File: config.mk
export PLATFORM = sky130hd
export DESIGN_NAME = gold_sequence_scrambler_top
export DESIGN_NICKNAME = d
export VERILOG_FILES = /design/src/hw/rtl/gss_pkg.sv /design/src/hw/rtl/gss_ctrl.sv /design/src/hw/rtl/gss_dp.sv /design/src/hw/rtl/gold_sequence_scrambler_top.sv
export SDC_FILE = /design/constraint.sdc
export NUM_CORES = 1
export LEC_CHECK = 0
export ABC_AREA = 1
export BUFFER_PORTS_ARGS = -buffer_cell sky130_fd_sc_hd__buf_2
export CAP_MARGIN = 20
export CORE_ASPECT_RATIO = 1.1
export CORE_MARGIN = 1
export CORE_UTILIZATION = 45
export CTS_BUF_LIST = sky130_fd_sc_hd__clkbuf_4 sky130_fd_sc_hd__clkbuf_8
export DETAILED_ROUTE_END_ITERATION = 6
export PLACE_DENSITY = 0.7
export REMOVE_ABC_BUFFERS = 1
export SLEW_MARGIN = 5
export SYNTH_ARGS = -nofsm -noshare
export SYNTH_HDL_FRONTEND = slang
export SYNTH_SLANG_ARGS = --single-unit
File: constraint.sdc
create_clock -name clk -period 1.6 [get_ports clk]
set_clock_uncertainty 0.1 [all_clocks]
set_input_delay 0 -clock clk [delete_from_list [all_inputs] [get_ports clk]]
set_output_delay 0 -clock clk [all_outputs]
set_load 0.02 [all_outputs]
File: src/hw/rtl/gss_pkg.sv
package gss_pkg;

  localparam int unsigned LFSR_W       = 31;
  localparam int unsigned WARMUP_STEPS = 1600;
  localparam int unsigned COUNT_W      = 11;
  localparam int unsigned CFG_ADDR_W   = 2;
  localparam int unsigned CFG_DATA_W   = 16;

  localparam logic [COUNT_W-1:0] WARM_LAST = COUNT_W'(WARMUP_STEPS - 1);

  // input item codes
  typedef enum logic [1:0] {
    MODE_RESTART = 2'd0,
    MODE_HARD    = 2'd1,
    MODE_SOFT    = 2'd2,
    MODE_UNUSED  = 2'd3
  } item_mode_t;

  // initial value forms
  typedef enum logic [1:0] {
    INIT_UL_SHARED = 2'd0,
    INIT_DL_SHARED = 2'd1,
    INIT_CONTROL   = 2'd2,
    INIT_UNUSED    = 2'd3
  } init_mode_t;

  // configuration register indexes
  typedef enum logic [CFG_ADDR_W-1:0] {
    REG_RNTI      = 2'd0,
    REG_CELL_ID   = 2'd1,
    REG_LAYER_Q   = 2'd2,
    REG_INIT_MODE = 2'd3
  } reg_index_t;

  typedef struct packed {
    logic load_init;
    logic warm_step;
    logic data_hard;
    logic data_soft;
  } dp_cmd_t;

  typedef struct packed {
    logic warm_last;
    logic out_busy;
  } dp_status_t;

endpackage

File: src/hw/rtl/gss_ctrl.sv
module gss_ctrl (
  input  logic                clk,
  input  logic                rst,
  input  logic                in_valid,
  input  logic [1:0]          mode,
  input  gss_pkg::dp_status_t sts,
  output logic                in_stall,
  output gss_pkg::dp_cmd_t    cmd
);
  import gss_pkg::*;

  typedef enum logic {
    ST_IDLE,
    ST_WARM
  } state_t;

  state_t state;
  state_t state_next;
  logic   accept;

  assign in_stall = (state == ST_WARM) | sts.out_busy;
  assign accept   = in_valid & ~in_stall;

  always_comb begin
    state_next    = state;
    cmd           = '0;
    cmd.warm_step = (state == ST_WARM);
    unique case (state)
      ST_IDLE: begin
        if (accept) begin
          unique case (item_mode_t'(mode))
            MODE_RESTART: begin
              cmd.load_init = 1'b1;
              state_next    = ST_WARM;
            end
            MODE_HARD: cmd.data_hard = 1'b1;
            MODE_SOFT: cmd.data_soft = 1'b1;
            default: ;
          endcase
        end
      end
      ST_WARM: begin
        if (sts.warm_last) begin
          state_next = ST_IDLE;
        end
      end
      default: state_next = ST_IDLE;
    endcase
  end

  always_ff @(posedge clk) begin
    if (rst) begin
      state <= ST_IDLE;
    end else begin
      state <= state_next;
    end
  end

endmodule

File: src/hw/rtl/gss_dp.sv
module gss_dp (
  input  logic                                clk,
  input  logic                                rst,
  input  logic                                cfg_write,
  input  logic [gss_pkg::CFG_ADDR_W-1:0]      cfg_addr,
  input  logic [gss_pkg::CFG_DATA_W-1:0]      cfg_data,
  input  gss_pkg::dp_cmd_t                    cmd,
  input  logic                                hard_bit,
  input  logic signed [15:0]                  soft_value,
  input  logic                                out_stall,
  output gss_pkg::dp_status_t                 sts,
  output logic                                out_valid,
  output logic                                out_bit,
  output logic signed [15:0]                  out_soft,
  output logic                                seq_bit
);
  import gss_pkg::*;

  logic [15:0]         rnti;
  logic [9:0]          cell_id;
  logic                layer_q;
  logic [1:0]          init_mode;
  logic [LFSR_W-1:0]   x1;
  logic [LFSR_W-1:0]   x2;
  logic [LFSR_W-1:0]   x1_next;
  logic [LFSR_W-1:0]   x2_next;
  logic [LFSR_W-1:0]   cinit;
  logic [COUNT_W-1:0]  warmup_count;
  logic                seq;
  logic signed [15:0]  soft_next;

  // cell_id stays below 2^10, so the sums are plain concatenations
  always_comb begin
    case (init_mode_t'(init_mode))
      INIT_DL_SHARED: cinit = {rnti, layer_q, 4'b0, cell_id};
      INIT_CONTROL:   cinit = {rnti[14:0], 6'b0, cell_id};
      default:        cinit = {rnti, 5'b0, cell_id};
    endcase
  end

  assign seq     = x1[0] ^ x2[0];
  assign x1_next = {x1[3] ^ x1[0], x1[LFSR_W-1:1]};
  assign x2_next = {x2[3] ^ x2[2] ^ x2[1] ^ x2[0], x2[LFSR_W-1:1]};

  // negation of the most negative value saturates
  always_comb begin
    if (!seq) begin
      soft_next = soft_value;
    end else if (soft_value == 16'sh8000) begin
      soft_next = 16'sh7fff;
    end else begin
      soft_next = -soft_value;
    end
  end

  assign sts.warm_last = (warmup_count == WARM_LAST);
  assign sts.out_busy  = out_valid & out_stall;

  always_ff @(posedge clk) begin
    if (rst) begin
      rnti         <= '0;
      cell_id      <= '0;
      layer_q      <= 1'b0;
      init_mode    <= '0;
      x1           <= LFSR_W'(1);
      x2           <= '0;
      warmup_count <= '0;
      out_valid    <= 1'b0;
    end else begin
      if (cfg_write) begin
        case (reg_index_t'(cfg_addr))
          REG_RNTI:      rnti      <= cfg_data;
          REG_CELL_ID:   cell_id   <= cfg_data[9:0];
          REG_LAYER_Q:   layer_q   <= cfg_data[0];
          REG_INIT_MODE: init_mode <= cfg_data[1:0];
          default: ;
        endcase
      end
      if (cmd.load_init) begin
        x1           <= LFSR_W'(1);
        x2           <= cinit;
        warmup_count <= '0;
      end else if (cmd.warm_step) begin
        x1           <= x1_next;
        x2           <= x2_next;
        warmup_count <= warmup_count + COUNT_W'(1);
      end else if (cmd.data_hard | cmd.data_soft) begin
        x1 <= x1_next;
        x2 <= x2_next;
      end
      if (cmd.data_hard | cmd.data_soft) begin
        out_valid <= 1'b1;
      end else if (!out_stall) begin
        out_valid <= 1'b0;
      end
    end
  end

  always_ff @(posedge clk) begin
    if (cmd.data_hard | cmd.data_soft) begin
      seq_bit  <= seq;
      out_bit  <= cmd.data_hard & (hard_bit ^ seq);
      out_soft <= cmd.data_soft ? soft_next : 16'sd0;
    end
  end

endmodule

File: src/hw/rtl/gold_sequence_scrambler_top.sv
// length-31 gold sequence scrambler: a restart transaction (mode 0) forms
// c_init from rnti, cell_id, layer_q and init_mode, loads x1 = 1 and
// x2 = c_init, then advances both registers through 1600 discarded bits;
// in_stall is high during that warmup and no result is produced. hard
// (mode 1) and soft (mode 2) transactions are taken one per cycle unless
// the output is stalled: each uses the next sequence bit, advances the
// registers once and yields one result transaction in the next cycle
// from the output register. in_stall is also high while that output
// register holds a result that out_stall is blocking, so a transaction
// that meets a stalled receiver waits as long as out_stall stays high.
// mode 3 is dropped with no effect. data sent before any restart uses
// the reset registers (x1 = 1, x2 = 0) without warmup.
// configuration writes are expected only while the block is idle.
module gold_sequence_scrambler_top (
  input  logic                           clk,
  input  logic                           rst,
  // configuration write port
  input  logic                           cfg_write,
  input  logic [gss_pkg::CFG_ADDR_W-1:0] cfg_addr,
  input  logic [gss_pkg::CFG_DATA_W-1:0] cfg_data,
  // input transaction channel
  input  logic                           in_valid,
  output logic                           in_stall,
  input  logic [1:0]                     mode,
  input  logic                           hard_bit,
  input  logic signed [15:0]             soft_value,
  // result transaction channel
  output logic                           out_valid,
  input  logic                           out_stall,
  output logic                           out_bit,
  output logic signed [15:0]             out_soft,
  output logic                           seq_bit
);
  import gss_pkg::*;

  dp_cmd_t    cmd;
  dp_status_t sts;

  // sequencing: idle vs warmup, and acceptance of transactions
  gss_ctrl u_ctrl (
    .clk      (clk),
    .rst      (rst),
    .in_valid (in_valid),
    .mode     (mode),
    .sts      (sts),
    .in_stall (in_stall),
    .cmd      (cmd)
  );

  // config registers, both lfsrs, warmup counter and output register
  gss_dp u_dp (
    .clk        (clk),
    .rst        (rst),
    .cfg_write  (cfg_write),
    .cfg_addr   (cfg_addr),
    .cfg_data   (cfg_data),
    .cmd        (cmd),
    .hard_bit   (hard_bit),
    .soft_value (soft_value),
    .out_stall  (out_stall),
    .sts        (sts),
    .out_valid  (out_valid),
    .out_bit    (out_bit),
    .out_soft   (out_soft),
    .seq_bit    (seq_bit)
  );

endmodule

==> impl_metrics.py, run 1 <==
metrics = {
    "status": {
        "outcome": "completed",
    },
    "sta": {
        "timing.fmax_ghz": 0.648,
        "maxSlewViolCount": 0,
        "hold_slack_ps": 284,
        "rsz0062_at_grt": "true",
        "hold_viol_final": 0,
        "period_needed_ps": 1540,
        "worst_slew_pin_slew_ps": 809,
        "maxSlewHeadroom_pct": 46.0,
        "finalCritPeriodShare_pct": 96.4,
        "setup_viol": 0,
    },
    "routing": {
        "wire_per_inst_um": 12.0,
        "route.final.wire_length_um": 12500,
        "drt_first_pass_iters": 4,
        "ant_nets": 0,
        "num_vias": 5174,
        "drc_errors": 0,
        "routed_via_density": 4.97,
        "drt_iter0_markers": 295,
    },
    "global_routing": {
        "antenna_found_initial": 0,
        "groute.usage.overall_pct": 20.2,
        "grt_pass1_vias": 4800,
        "grt_first_pass_wirelength_um": 20900,
        "grt-ovfl-total": 0,
        "grt_max_degree": 41,
    },
    "synthesis": {
        "synthArstFlopShare_pct": 0,
        "ys_seq_area_share_pct": 46.7,
        "syn_inst": 756,
        "ys_warn_count": 0,
        "yosys.area.top_type": "dfxtp_1",
        "synth_area_per_cell_sq_um": 7.43,
        "yosys-top-cells-area": "dfxtp_1 37%, nand2_1 11%, edfxtp_1 9.6%",
        "yosysUniqueCellTypes": 37,
        "synth_top_cell_area_share_pct": 37.1,
        "syn_area_sq_um": 5620,
        "synth_ff_type": "dfxtp_1",
        "ys_seq_elements": 122,
        "netlist_top_cells_count": "172 x nand2_1, 123 x nor2_1, 104 x dfxtp_1, 66 x o21ai_0, 58 x inv_1",
        "synth_edf_count": 18,
        "yosysMostFrequentCell": "nand2_1",
    },
    "power": {
        "ir_drop_mv": 0.634,
        "leakagePower_nw": 3.13,
        "pwr_density_cell_nw_per_um2": 1020,
    },
    "min_path": {
        "hp-class": "in -> reg",
        "hold-path-endpoint": "u_dp.rnti[12]$_SDFFE_PP0P_",
        "hold_start": "cfg_data[12]",
        "hold_depth": 4,
    },
    "clocking": {
        "clk_path_buf_depth": 2,
        "post_cts_buffers": 0,
        "cts.sinks": 122,
        "cts-root-buf": "clkbuf_8",
        "cts_made_buffers": 17,
        "htreeDepth": 4,
        "tritoncts": "yes",
        "clock_latency_ps": 430,
        "path_clk_slew_ps": 70,
    },
    "critical_path": {
        "rr_startpoint": "u_dp.init_mode[0]$_SDFFE_PP0P_",
        "reg2reg_to": "u_dp.x2[22]$_SDFFE_PP0P_",
        "crit_chain": "inv_1 -> ha_4 -> inv_1 -> nand2_1 -> buf_4 -> o22ai_1 -> nand2_1 -> a21oi_1",
        "slowest_stage": "dfxtp_1",
        "critPathMaxStageDelay_ps": 350,
        "critPathMaxFanout": 8,
        "crit_start": "u_dp.init_mode[0]$_SDFFE_PP0P_",
        "cp_data_required_time_ps": 1860,
        "cp-start-kind": "flip-flop",
        "crit_type": "reg -> reg",
        "critical_path.endpoint_type": "flip-flop",
        "worst-path-buf-inv": 3,
        "r2r_slack_ps": 60,
        "r2r_cells": 8,
        "worstPathArrival_ps": 1800,
        "crit_family": "flip-flops",
    },
    "placed_design": {
        "finalWeightedCongestion": 0.822,
        "io_buffers": 61,
        "dpl.hpwl_um": 7640,
        "dpl-instance-area_sq_um": 6130,
        "place_inst": 956,
    },
    "die": {
        "die_w_um": 109,
        "io-pin-count": 62,
        "num_rows": 42,
        "initial_core_util_pct": 46.5,
        "die_h_um": 119,
        "coreArea_sq_um": 12100,
        "dieArea_sq_um": 12900,
    },
    "cells_and_area": {
        "layout.cells.non_filler": 1041,
        "nFillCells": 1091,
        "n_antenna_cell": 0,
        "drive_gt1_share_pct": 16.6,
        "fin_area_sq_um": 7150,
        "syn_to_final_growth_pct": 27.2,
        "layout.nets": 920,
    },
    "job": {
        "drv_cap": 0,
    },
}
[registers in the layout, indices dropped and copies added (netlist names)]
name	cells
u_ctrl.state	1
u_dp.cell_id	10
u_dp.init_mode	2
u_dp.layer_q	1
u_dp.out_bit	1
u_dp.out_soft	16
u_dp.out_valid	1
u_dp.rnti	16
u_dp.seq_bit	1
u_dp.warmup_count	11
u_dp.x1	31
u_dp.x2	31
[power by group]
group	switching, W	leakage [nW]	total, W	internal, W
combinational	0.000640	1.89	0.00111	0.000471
clock	0.00123	0.207	0.00277	0.00154
sequential	0.0000779	1.03	0.00338	0.00330
[layer usage]
| layer | vias up | GRT usage (%) | routed length (um) |
|---|---|---|---|
| met5 | - | 0 | 0 |
| met4 | 0 | 8.02 | 180 |
| met3 | 15 | 4.32 | 516 |
| met2 | 128 | 34.0 | 6120 |
| met1 | 2339 | 24.8 | 5680 |
| li1 | 2692 | - | - |
[kinds of logic (layout without fill, tap and decap cells)]
logic type / count (synthesis) / count (layout) / synth area share [%]
simple gates: 358 / 358 / 26.6
compound gates: 156 / 156 / 14.7
flops: 122 / 122 / 46.7
buf+inv: 102 / 233 / 8.93
xor+xnor: 14 / 14 / 2.18
fa+ha+maj: 4 / 4 / 0.891
[area by class of cell]
| type | instances | area [sq um] | share of cell area [%] |
|---|---|---|---|
| clock buffer | 22 | 290 | 4.06 |
| clock inverter | 10 | 115 | 1.61 |
| inverter | 63 | 246 | 3.45 |
| multi-input combinational | 532 | 2550 | 35.7 |
| sequential | 122 | 2630 | 36.7 |
| tap | 154 | 193 | 2.70 |
| timing repair buffer | 138 | 1130 | 15.8 |
[what timing repair did]
action                                  CTS  global route
endpoints found under the hold margin    72             0
endpoints found under the setup margin    0            84
hold buffers                             52             0
gates resized for setup                   0            25
[worst reg2reg max path: cells and delay by family (launching register included)]
family	cells	cell delay [ps]
compound gates	2	290
fa+ha+maj	1	250
simple gates	2	160
buf+inv	3	330
flops	1	350
[worst max-delay path by stage]
| stage | to | slack (ps) | cells past startpoint |
|---|---|---|---|
| floorplan | u_dp.x2[30]$_SDFFE_PP0P_ | -560 | 7 |
| global route | u_dp.x2[19]$_SDFFE_PP0P_ | -50 | 7 |
| CTS | u_dp.out_soft[13]$_SDFFCE_PN0P_ | 0.2 | 10 |
| detailed placement | u_dp.out_soft[13]$_SDFFCE_PN0P_ | -5 | 10 |
| finish | u_dp.x2[22]$_SDFFE_PP0P_ | 60 | 8 |
| global placement | u_dp.out_soft[13]$_SDFFCE_PN0P_ | 30 | 10 |
[through the flow]
stage	worst slack (ps)	power [W]	TNS (ps)	util, %
final	57.2	0.00727	0	59.1
after global placement	28.0	0.00440	0	50.7
after global routing	-50.6	0.00762	-540	59.1
after CTS	0.217	0.00727	0	58.4
after floorplan	-559	0.00406	-24280	-
after detailed placement	-5.00	0.00441	-5.00	50.7
[placed cells by master (no fill, tap or decap), drive strengths merged]
master / instances
nor3: 7
inv: 64
ha: 4
and2: 1
edfxtp: 18
a21oi: 57
nand3b: 3
o22ai: 15
nand3: 40
o21ai: 76
clkinvlp: 2
nor2: 125
o21a: 1
clkbuf: 23
dfxtp: 104
xnor2: 8
nand2: 176
xor2: 6
nand4: 3
bufinv: 2
buf: 85
or2: 2
nor3b: 1
dlygate4sd3: 52
a31oi: 7
clkinv: 5
No activity file was read; power rests on OpenSTA's default activity.
==> run 2, diff against run 1 <==
- CORE_UTILIZATION: 45 -> 31
- GPL_TIMING_DRIVEN: default -> 0
- PLACE_DENSITY: 0.7 -> 0.49
==> run 2 against run 1 <==
  * Clock-buffer cell count down 1
  * Final cell count is 11% higher
  * Non-clock buffer count is 11 higher
  * First-iteration DRC count fell by 16%
  * Worst setup slack lost 94 ps
  * Flip-flop and latch count is the same
  * Maximum frequency fell by 5.8%
  * The run now ends with hold timing, setup timing left
  * Die area rose by 44%
  * Hold slack worse by 290 ps
  * Register-to-register slack worse by 90 ps
==> impl_metrics.py, run 2 (synthesized netlist as in run 1, its figures left out) <==
metrics = {
    "global_routing": {
        "grt_first_pass_wirelength_um": 23800,
        "antenna_found_initial": 0,
        "groute.usage.overall_pct": 16.7,
        "grt_max_degree": 36,
        "grt_pass1_vias": 4864,
        "grt-ovfl-total": 0,
    },
    "cells_and_area": {
        "nFillCells": 1782,
        "n_antenna_cell": 0,
        "multi_input_area_sq_um": 3270,
        "seq_area_sq_um": 2630,
        "fin_area_sq_um": 8280,
        "drive_gt1_share_pct": 33.1,
        "largestRegisters": "u_dp.x1 x31, u_dp.x2 x31",
        "final_cell_mix": "118 x nand2_1, 113 x nor2_1, 100 x dfxtp_1",
        "mostFrequentLayoutCell": "nand2_1",
        "syn_to_final_growth_pct": 47.4,
        "layout.nets": 948,
    },
    "min_path": {
        "hp-class": "in -> reg",
    },
    "sta": {
        "maxSlewHeadroom_pct": 52.5,
        "hold_slack_ps": -9.54,
        "rsz0062_at_grt": "true",
        "worst_slack_ps": -37.2,
        "period_needed_ps": 1640,
        "finalSetupTns_ps": -460,
        "setup_viol": 40,
        "worst_slew_pin_slew_ps": 712,
        "finalCritPeriodShare_pct": 102,
        "maxSlewViolCount": 0,
        "timing.fmax_ghz": 0.611,
        "hold_viol_final": 3,
    },
    "die": {
        "die_h_um": 143,
        "io-pin-count": 62,
        "coreArea_sq_um": 17700,
        "die_w_um": 130,
        "initial_core_util_pct": 31.7,
        "num_rows": 51,
        "dieArea_sq_um": 18700,
    },
    "placed_design": {
        "io_buffers": 61,
        "finalWeightedCongestion": 0.755,
        "place_ws_ps": -889,
        "dpl-instance-area_sq_um": 6010,
        "dpl.hpwl_um": 7960,
    },
    "job": {
        "drv_cap": 0,
    },
    "critical_path": {
        "worstPathArrival_ps": 1840,
        "cp-start-kind": "flip-flop",
        "critPathMaxFanout": 6,
        "crit_type": "reg -> reg",
        "crit_family": "simple AND/OR/NAND/NOR gates",
        "critical_path.endpoint_type": "flip-flop",
        "slowest_stage": "dfxtp_2",
        "critPathMaxStageDelay_ps": 340,
        "worst-path-buf-inv": 3,
        "cp_data_required_time_ps": 1810,
        "crit_chain": "nand2_4 -> nand3_4 -> buf_6 -> nor2_4 -> buf_12 -> buf_12 -> nand2_8 -> nand2_2 -> nand2_1 -> nand2_1 -> a21oi_2",
    },
    "routing": {
        "route.final.wire_length_um": 15800,
        "drt_first_pass_iters": 4,
        "num_vias": 5347,
        "routed_via_density": 4.64,
        "drt_iter0_markers": 249,
        "wire_per_inst_um": 13.7,
        "ant_nets": 0,
        "drc_errors": 0,
    },
    "clocking": {
        "clock_latency_ps": 450,
        "cts_made_buffers": 17,
        "path_clk_slew_ps": 80,
        "htreeDepth": 4,
        "clk_path_buf_depth": 2,
        "tritoncts": "yes",
        "cts-root-buf": "clkbuf_8",
        "cts.sinks": 122,
    },
    "status": {
        "failed_checks": "hold timing, setup timing",
        "outcome": "finished with violations",
    },
    "power": {
        "leakagePower_nw": 3.40,
        "power.total_w": 0.00781,
        "ir_drop_mv": 0.490,
        "pwr_density_cell_nw_per_um2": 943,
    },
}
==> run 2: power breakdown <==
part           internal, W  total (W)  switching [W]
Clock              0.00154    0.00283        0.00129
Combinational     0.000686    0.00158       0.000892
Sequential         0.00330    0.00341       0.000107
Total              0.00552    0.00781        0.00229
==> run 2: metrics by stage <==
| step | utilization (%) | instances |
|---|---|---|
| after floorplan | - | 717 |
| after global placement | 33.6 | 1016 |
| after detailed placement | 33.9 | 1018 |
| after CTS | 42.7 | 1128 |
| after global routing | 46.7 | 1153 |
| final | 46.7 | 1153 |
==> run 2: final timing paths <==
path	startpoint	endpoint	slack (ps)	depth (start not counted)
worst max-delay path	u_dp.out_valid$_SDFFE_PP0P_	u_dp.x2[8]$_SDFFE_PP0P_	-40	11
worst max register to register	u_dp.out_valid$_SDFFE_PP0P_	u_dp.x2[8]$_SDFFE_PP0P_	-40	11
worst min-delay path	rst	u_dp.x2[29]$_SDFFE_PP0P_	-10	2
worst min register to register	u_dp.layer_q$_SDFFE_PP0P_	u_dp.layer_q$_SDFFE_PP0P_	350	2
==> run 2: timing repair <==
item	in CTS	in global routing
resized for setup	116	107
hold buffers	39	2
pin swaps	10	45
setup endpoints to repair	120	102
endpoints found under the hold margin	75	3
gates cloned	12	10
setup buffers	29	14
==> run 2: per-layer routing <==
metal  GRT usage, %  share of wire (%)  vias up
met5              0                  0        -
met4           7.08                1.8        0
met3           3.07                3.5       23
met2           28.8                 50       99
met1           20.1                 45     2453
li1               -                  -     2772
==> run 2: final cells by class <==
class                   count  area share (%)
flip-flops and latches    122            31.8
clock buffers              21            3.49
multi-input cells         545            39.5
inverters                  63            3.23
repair buffers            149            16.4
repair inverters            4           0.559
well taps                 238            3.59
clock inverters            11            1.43
==> run 3, diff against run 2 <==
- RECOVER_POWER: default -> 100
==> run 3 against run 2 <==
  * Critical endpoint unchanged
  * Total power about the same
  * Utilization decreased by 0.15 points
  * Sequential power about the same
  * Non-clock buffer count unchanged
  * The flow still finishes with violations (hold timing, setup timing)
  * Flip-flop and latch count unchanged
  * Combinational power about the same
  * Largest cell class unchanged
==> impl_metrics.py, run 3 (synthesized netlist as in run 1, its figures left out) <==
metrics = {
    "critical_path": {
        "worst-path-buf-inv": 3,
        "crit_chain": "nand2_4 -> nand3_4 -> buf_6 -> nor2_4 -> buf_12 -> buf_12 -> nand2_8 -> nand2_2 -> nand2_1 -> nand2_1 -> a21oi_2",
        "crit_type": "reg -> reg",
        "slowest_stage": "dfxtp_2",
        "cp-start-kind": "flip-flop",
        "critPathMaxStageDelay_ps": 340,
        "worstPathArrival_ps": 1850,
        "cp_data_required_time_ps": 1810,
        "critPathMaxFanout": 6,
        "crit_family": "simple AND/OR/NAND/NOR gates",
        "critical_path.endpoint_type": "flip-flop",
    },
    "clocking": {
        "tritoncts": "yes",
        "cts_made_buffers": 17,
        "path_clk_slew_ps": 80,
        "clock_latency_ps": 450,
        "cts.sinks": 122,
        "cts-root-buf": "clkbuf_8",
        "clk_path_buf_depth": 2,
        "htreeDepth": 4,
    },
    "global_routing": {
        "grt_max_degree": 36,
        "groute.usage.overall_pct": 16.7,
        "grt_first_pass_wirelength_um": 23800,
        "grt_pass1_vias": 4864,
        "grtUsageMet2_pct": 28.8,
        "grt_use_met1_pct": 20.1,
        "grt-ovfl-total": 0,
        "grt_use_met3_pct": 3.07,
        "antenna_found_initial": 0,
        "grt_busiest_layer": "met2",
    },
    "sta": {
        "period_needed_ps": 1640,
        "worst_slack_ps": -39.2,
        "finalSetupTns_ps": -522,
        "rsz0062_at_grt": "true",
        "finalCritPeriodShare_pct": 102,
        "maxSlewViolCount": 0,
        "hold_slack_ps": -10.9,
        "maxSlewHeadroom_pct": 52.8,
        "worst_slew_pin_slew_ps": 709,
        "hold_viol_final": 3,
        "timing.fmax_ghz": 0.610,
        "setup_viol": 41,
    },
    "die": {
        "initial_core_util_pct": 31.7,
        "die_h_um": 143,
        "num_rows": 51,
        "io-pin-count": 62,
        "dieArea_sq_um": 18700,
        "die_w_um": 130,
        "coreArea_sq_um": 17700,
    },
    "power": {
        "pwr-share-clk_pct": 36.2,
        "p_seq_share_pct": 43.7,
        "comb_power_share_pct": 20.1,
        "pwr_density_cell_nw_per_um2": 945,
        "power_switching_w": 0.00229,
        "leakagePower_nw": 3.33,
        "ir_drop_mv": 0.490,
        "p_sw_share_pct": 29.3,
        "intPower_w": 0.00552,
    },
    "routing": {
        "num_vias": 5344,
        "route.final.wire_length_um": 15800,
        "drt_iter0_markers": 268,
        "drc_errors": 0,
        "routed_via_density": 4.63,
        "wire_per_inst_um": 13.7,
        "drt_first_pass_iters": 4,
        "ant_nets": 0,
    },
    "status": {
        "outcome": "finished with violations",
        "failed_checks": "hold timing, setup timing",
    },
    "placed_design": {
        "finalWeightedCongestion": 0.755,
        "dpl.hpwl_um": 7960,
        "dpl-instance-area_sq_um": 6010,
        "io_buffers": 61,
    },
    "cells_and_area": {
        "drive_gt1_share_pct": 30.9,
        "final_cell_mix": "119 x nand2_1, 113 x nor2_1, 100 x dfxtp_1",
        "nFillCells": 1788,
        "syn_to_final_growth_pct": 47.0,
        "layout.nets": 948,
        "fin_area_sq_um": 8260,
        "n_antenna_cell": 0,
        "mostFrequentLayoutCell": "nand2_1",
        "largestRegisters": "u_dp.x1 x31, u_dp.x2 x31",
    },
    "job": {
        "drv_cap": 0,
    },
    "min_path": {
        "hp-class": "in -> reg",
    },
}
## run 3: area by class of cell
class | instances | area (sq um) | area share (%)
repair inverters | 4 | 46.3 | 0.561
repair buffers | 149 | 1340 | 16.2
clock inverters | 11 | 119 | 1.44
clock buffers | 21 | 289 | 3.50
well taps | 238 | 298 | 3.61
multi-input cells | 545 | 3270 | 39.6
flip-flops and latches | 122 | 2630 | 31.9
inverters | 63 | 268 | 3.24
## run 3: final timing paths
check                                                 start                   endpoint  slack [ps]  cells past startpoint
worst max-delay path            u_dp.out_valid$_SDFFE_PP0P_    u_dp.x2[8]$_SDFFE_PP0P_         -40                     11
worst min-delay path                                    rst   u_dp.x2[29]$_SDFFE_PP0P_         -10                      2
worst max register to register  u_dp.out_valid$_SDFFE_PP0P_    u_dp.x2[8]$_SDFFE_PP0P_         -40                     11
worst min register to register    u_dp.layer_q$_SDFFE_PP0P_  u_dp.layer_q$_SDFFE_PP0P_         350                      2
## run 3: per-layer routing
metal / part of all wire (%) / vias to the layer above
met4: 2.1 / 0
met3: 3.4 / 25
met2: 49 / 98
met5: 0 / -
met1: 45 / 2448
li1: - / 2773
## run 3: timing repair
action	4_1_cts	5_1_grt
cloned	12	10
hold buffers	39	2
resized for setup	116	107
endpoints found under the setup margin	120	102
hold endpoints to repair	75	3
buffers inserted	29	14
pin swaps	10	45
## run 3: worst register-to-register path: stages, from the launching register on
cell,delay (ps)
dfxtp_2,340
nand2_4,80
nand3_4,80
buf_6,130
nor2_4,140
buf_12,140
buf_12,140
nand2_8,90
nand2_2,90
nand2_1,50
nand2_1,60
a21oi_2,50
## run 3: metrics by stage
step / cells / power [W] / utilization, % / setup slack [ps]
global route: 1153 / 0.00818 / 46.6 / -115
CTS: 1128 / 0.00761 / 42.7 / -126
detailed placement: 1018 / 0.00436 / 33.9 / -889
finish: 1153 / 0.00781 / 46.6 / -39.2
global placement: 1016 / 0.00434 / 33.6 / -1300
floorplan: 717 / 0.00406 / - / -559
## run 3: power groups by stage
stage                     registers [W]  clock network (W)  logic (W)
after floorplan                 0.00345                  0   0.000607
final                           0.00341            0.00283    0.00157
after global routing            0.00343            0.00302    0.00173
after CTS                       0.00340            0.00290    0.00132
after detailed placement        0.00344                  0   0.000919
after global placement          0.00344                  0   0.000896
